==> src/hw/rtl/ffba_pkg.sv <==
// ----------------------------------------------------------------------------
// ffba_pkg
// Shared types and codes for the first-fit block allocator.
// ----------------------------------------------------------------------------
package ffba_pkg;

   typedef struct packed {
      logic [31:0] offset;
      logic [31:0] size;
      logic [31:0] ident;
      logic        busy;
   } entry_type;

   localparam logic [2:0] ST_OK      = 3'd0;
   localparam logic [2:0] ST_NOFIT   = 3'd1;
   localparam logic [2:0] ST_FULL    = 3'd2;
   localparam logic [2:0] ST_BADID   = 3'd3;
   localparam logic [2:0] ST_BADSIZE = 3'd4;

   localparam logic       FUNC_ALLOC = 1'b0;
   localparam logic       FUNC_FREE  = 1'b1;

   localparam logic [31:0] TOTAL_RESET = 32'd268435456;
   localparam logic [31:0] SIZE_MASK   = 32'hFFFF_FFC0;

   // shared adder operation
   typedef struct packed {
      logic [32:0] a;
      logic [32:0] b;
      logic        sub;
   } add_op_type;

endpackage

==> src/hw/rtl/ffba_adder.sv <==
// ----------------------------------------------------------------------------
// ffba_adder
// Shared 33-bit add/subtract unit used by several steps of the sequencer.
// ----------------------------------------------------------------------------
module ffba_adder (
   input  ffba_pkg::add_op_type op,
   output logic [33:0]          sum
);

   logic [32:0] b_eff;

   assign b_eff = op.sub ? ~op.b : op.b;
   assign sum   = {1'b0, op.a} + {1'b0, b_eff} + {33'd0, op.sub};

endmodule

==> config.mk <==
export PLATFORM = sky130hd
export DESIGN_NAME = ffba_adder
export DESIGN_NICKNAME = d
export VERILOG_FILES = /design/src/hw/rtl/ffba_pkg.sv /design/src/hw/rtl/ffba_adder.sv
export SDC_FILE = /design/constraint.sdc
export NUM_CORES = 1
export LEC_CHECK = 0
export BUFFER_PORTS_ARGS = -buffer_cell sky130_fd_sc_hd__buf_2
export CORE_ASPECT_RATIO = 0.7
export CORE_MARGIN = 10
export CORE_UTILIZATION = 40
export DETAILED_ROUTE_END_ITERATION = 6
export PLACE_DENSITY = 0.72
export SETUP_SLACK_MARGIN = 0.1
export SLEW_MARGIN = 20
export SYNTH_ARGS = -nofsm -noshare
export SYNTH_HDL_FRONTEND = slang
export SYNTH_SLANG_ARGS = --single-unit
export TNS_END_PERCENT = 1
==> constraint.sdc <==
create_clock -name vclk -period 8.05
set_clock_uncertainty 0.1 [all_clocks]
set_input_delay 2.415 -clock vclk [all_inputs]
set_output_delay 2.415 -clock vclk [all_outputs]
set_load 0.005 [all_outputs]
### Yosys cells after proc, flatten, opt, wreduce, memory -nomap -nowiden

Cells that the tools add are included.

| operators by class | value |
|---|---|
| muxes and demuxes | 1 |
| shift operators | 0 |
| order comparisons | 0 |
| $add $sub $neg | 2 |
| reduce and logical (&&, ||, !) cells | 0 |
| bitwise gates (word level) | 1 |
| div/mod/pow operators | 0 |
| multipliers | 0 |
| equal/unequal tests | 0 |

Operator list:

| cell | count |
|---|---|
| 33-bit by 33-bit adder with 34-bit output | 1 |
| 34-bit by 1-bit adder with 34-bit output | 1 |
| 33-bit 2-to-1 mux | 1 |
| 33-bit inverter | 1 |

| storage, ports and cells | value |
|---|---|
| input port bits | 67 |
| memories | 0 |
| memory bits (writable) | 0 |
| logic and storage cells | 4 |
| memory bits (read-only) | 0 |
| output and inout port bits | 34 |
| bits in latches | 0 |
| flip-flop bits (word level) | 0 |

### Logic depth before layout (Yosys ltp)

| depth | value |
|---|---|
| depth after elaboration | 4 |
| mapped depth | 11 |
| depth with buffers taken out | 8 |

### Worst setup path before layout

No wires, ideal clock.

| timing | value |
|---|---|
| path type | input port to output port |
| start | input op[0] (netlist name) |
| end | output sum[26] |
| setup slack | 545 ps |
| required time | 5535 ps |
| path buffers | 2 |
| arrival time | 4990 ps |
| stages on the path | 10 |
| cells stage by stage | buf_2 > buf_1 > xor2_1 > fa_1 > a21o_1 > a221oi_2 > o31ai_2 > or4_4 > a211oi_1 > a311oi_1 |

| on the way | value |
|---|---|
| longest elaborated chain between the ends | 3 |

Ends and longest elaborated chain:

| element | RTL line | text |
|---|---|---|
| start, declared | ffba_adder.sv:6 | `input ffba_pkg::add_op_type op,` |
| 33-bit 2-to-1 mux | ffba_adder.sv:12 | `assign b_eff = op.sub ? ~op.b : op.b;` |
| 33-bit by 33-bit adder with 34-bit output | ffba_adder.sv:13 | `assign sum = {1'b0, op.a} + {1'b0, b_eff} + {33'd0, op.sub};` |
| 34-bit by 1-bit adder with 34-bit output * | ffba_adder.sv:13 |  |
| end, declared | ffba_adder.sv:7 | `output logic [33:0] sum` |

Mark *: on every way between the ends. The rest lies on a longest branch, timed or not.

### Final worst setup path

| timing | value |
|---|---|
| start | input op[0] (netlist name) |
| end | output sum[30] |

The elaborated chain is that of the path after synthesis.

==> results.md <==
- In this run the worst path has a maximum fanout of 18.
- The setup path with the least slack is of type in -> out.
- In this run the power density over the cells is 129 nW/um2.
- The arrival time of the worst setup path is 5160 ps.
- The number of pins with negative max-slew slack in the final report is 0.
- The number of placed cells counting well taps is 495.
- The worst setup path is captured at an output pin.
- The total routed wirelength is 8200 um.
- Summing all multi-input logic gate instances after layout gives 2260 um2.
- The total setup buffers inserted after CTS is 0.
- From bottom edge to top edge, the die measures 84.1 um.
- The clock buffer count in the final layout is 0.
- The startpoint identified for the worst hold timing path is op[34].
- The overall die area is 9380 um2.
- The total standard cell area after synthesis is 2350 um2.
- The number of nets handed over by synthesis was 430.
- The total via count in the routed design is 2,832.
- For the pin with the worst max-slew slack, the measured transition is 637 ps.
- The area inside the core boundary is 5700 um2.
- The wire length per cell is 16.6 um.
- The tool flagged a number of max-cap violations equal to 0.
- The number of setup violations in the final report is 0.
- The initial antenna violation count is 0.
- The minimum period implied by the final worst setup slack is 7680 ps.
- For this run, the share of the core covered by cells in the final layout is 51.2%.
- The most frequent cell on the critical path is buf_2.
- The flow ran to the end, and the final reports show no timing, DRC or antenna violations.
- The final hold violation count is 0.
- The final sequential cell count is 0.
- The post-route fraction of the period consumed by the critical path is 95.4%.
- Setup repair after global routing left no endpoint under its margin.
- The sort of element at the start of the critical path is an input port.
- The class of the tightest hold or removal check is in -> out.
- Summed over all cells, the static leakage comes to 1.46 nW.
- Buffers placed on the I/O ports in this run total 101.
- In the final design database the tool counted 522 nets.
- The worst-case headroom to the max-slew limit is 57.1%.
- Routability-driven placement finished with a final weighted congestion of 0.922.
- The number of global-route vias before repair is 2,816.
- Summed over all failing endpoints, the final setup total negative slack is 0 ps.
- After clock tree synthesis, the repair step resized 0 gates.
- The floorplan die width is 112 um.
- The pre-antenna-repair detailed-routing pass consisted of 5 iterations.
- The critical path starts at op[0].
- For this run, the total global-route usage over all layers was measured as 15.9%.
- The post-synthesis instance total is 330.
- The residual antenna-violating net count after detailed routing is 0.
- The repair_antennas step left the layout with diodes totalling 0.
- The sequential cell area fraction in the yosys report is 0%.
- Across the VDD grid, the largest voltage drop is 0.0444 mV.
- The filler cells instantiated in the layout total 591.
- The count of non-filler cells in the finished layout is 495.
- Traced cell by cell, the critical path runs through buf_2 > buf_12 > xor2_1 > ha_1 > and3_1 > nand2_1 > o21ai_0 > nor3_1 > a211o_1 > a211oi_1 > buf_2.
- Compared with the post-synthesis result, the final layout area differs by 24.3%.
- In this run the core area contains 23 standard-cell rows.
- The worst endpoint required time is 5540 ps.
- The stage delay of the slowest cell on the critical path is 500 ps.
- The first global-routing pass estimated 13,200 um of wire.
- The post-cts hold buffer count is 0.
- The number of DRC markers in iteration 0 is 157.
- The critical-path cell with the highest stage delay is ha_1.
- The share of cells above drive strength 1 is 27.9%.
- The register area is 0 um2.
- In this run the mean area of a mapped cell was 7.11 um2.
- For this configuration, the core starts out at a cell density of 41.2%.
- Based on the critical path, the design can be clocked at up to 130 MHz.
- The average vias per placed instance is 5.72.
- The number of warnings reported in the yosys synthesis log is 0.
- The number of top-level pins is 101.
- Entering global routing, the biggest net connects 19 pins.
- The number of different library cells used by synthesis comes to 57.
- The total global routing overflow is 0.
- The remaining routing DRC violations is 0.
- After legalization and detailed placement, the total HPWL measured 7230 um.
-- per-layer routing --
metal  wire length [um]  track usage (%)  vias to the layer above
met4                  0            0.466                        0
met2               3450             25.1                      115
li1                   -                -                     1423
met5                  0                0                        -
met1               4070             22.4                     1294
met3                688             3.45                        0
-- power by group --
group	internal, mW	switching [mW]
clock network	0	0
registers	0	0
logic	0.165	0.212
-- kinds of logic (layout without fill, tap and decap cells) --
group	after synthesis	count (layout)	synth area share (%)
AO/OA/AOI/OAI	113	113	32.9
AND/OR/NAND/NOR	104	104	22.7
XOR/XNOR	57	57	21.3
adder cells (fa/ha/maj)	33	33	17.9
buffers and inverters	20	110	3.84
multiplexers	3	3	1.39
-- stage by stage --
stage | total power [mW] | instance area [um2] | worst slack, ps | hold WS (ps)
2_1_floorplan | 0.244 | 2350 | 545 | 4780
5_1_grt | 0.418 | 2920 | 133 | 5020
3_3_place_gp | 0.370 | 2920 | 400 | 4990
4_1_cts | 0.376 | 2920 | 369 | 5000
6_report | 0.377 | 2920 | 370 | 5000
3_5_place_dp | 0.374 | 2920 | 369 | 5000
-- critical path: cells and delay by family --
family	cells	cell delay [ps]
buffers and inverters	3	820
AOI/OAI and AO/OA	3	950
xor gates and xnor gates	1	80
and+or+nand+nor	3	400
adders and majority gates	1	500
-- final timing paths --
path,endpoint,depth (start not counted)
worst max-delay path,sum[30],11
worst min-delay path,sum[0],3
-- area by class of cell --
type / instances / share of cell area (%)
multi-input combinational: 310 / 77.3
tap: 75 / 3.22
inverter: 5 / 0.644
timing repair buffer: 105 / 18.8
-- synthesized netlist by cell type (all sizes together) (2+ instances only) --
library cell / instances / share of area, %
a211o: 3 / 1.1
a211oi: 4 / 1.3
a21boi: 2 / 0.64
a21o: 15 / 4.8
a21oi: 33 / 7.0
a221oi: 3 / 1.4
a311oi: 3 / 1.1
a31o: 2 / 0.75
a31oi: 6 / 1.6
and2: 6 / 1.6
and3: 6 / 1.6
and4: 3 / 1.1
buf: 10 / 2.2
clkbuf: 5 / 0.80
ha: 32 / 17
inv: 5 / 0.80
mux2: 2 / 0.96
nand2: 35 / 5.6
nand2b: 4 / 1.1
nand3: 10 / 2.1
nand4: 9 / 2.4
nor2: 15 / 2.4
nor2b: 2 / 0.53
nor3: 6 / 1.3
nor4: 2 / 0.53
o2111ai: 3 / 1.4
o211ai: 3 / 0.96
o21a: 2 / 0.64
o21ai: 16 / 3.4
o21bai: 4 / 1.3
o221ai: 2 / 0.75
o31ai: 4 / 1.5
xnor2: 12 / 4.5
xor2: 45 / 17
-- layout by cell type, fill, tap and decap left out, types with 3 or more instances in the layout --
cell / synthesis / final
buf_2: 6 / 101
xor2_1: 45 / 45
nand2_1: 35 / 35
a21oi_1: 33 / 33
ha_1: 32 / 32
o21ai_0: 15 / 15
nor2_1: 15 / 15
a21o_1: 15 / 15
xnor2_1: 12 / 12
nand3_1: 10 / 10
nand4_1: 9 / 9
and2_1: 6 / 6
a31oi_1: 6 / 6
nor3_1: 6 / 6
and3_1: 6 / 6
inv_1: 5 / 5
a211oi_1: 4 / 4
nand2b_1: 4 / 4
o21bai_1: 4 / 4
and4_1: 3 / 3
o31ai_1: 3 / 3
a211o_1: 3 / 3
o211ai_1: 3 / 3
a311oi_1: 3 / 3
buf_4: 0 / 3
(Power assumes the default switching activity.)
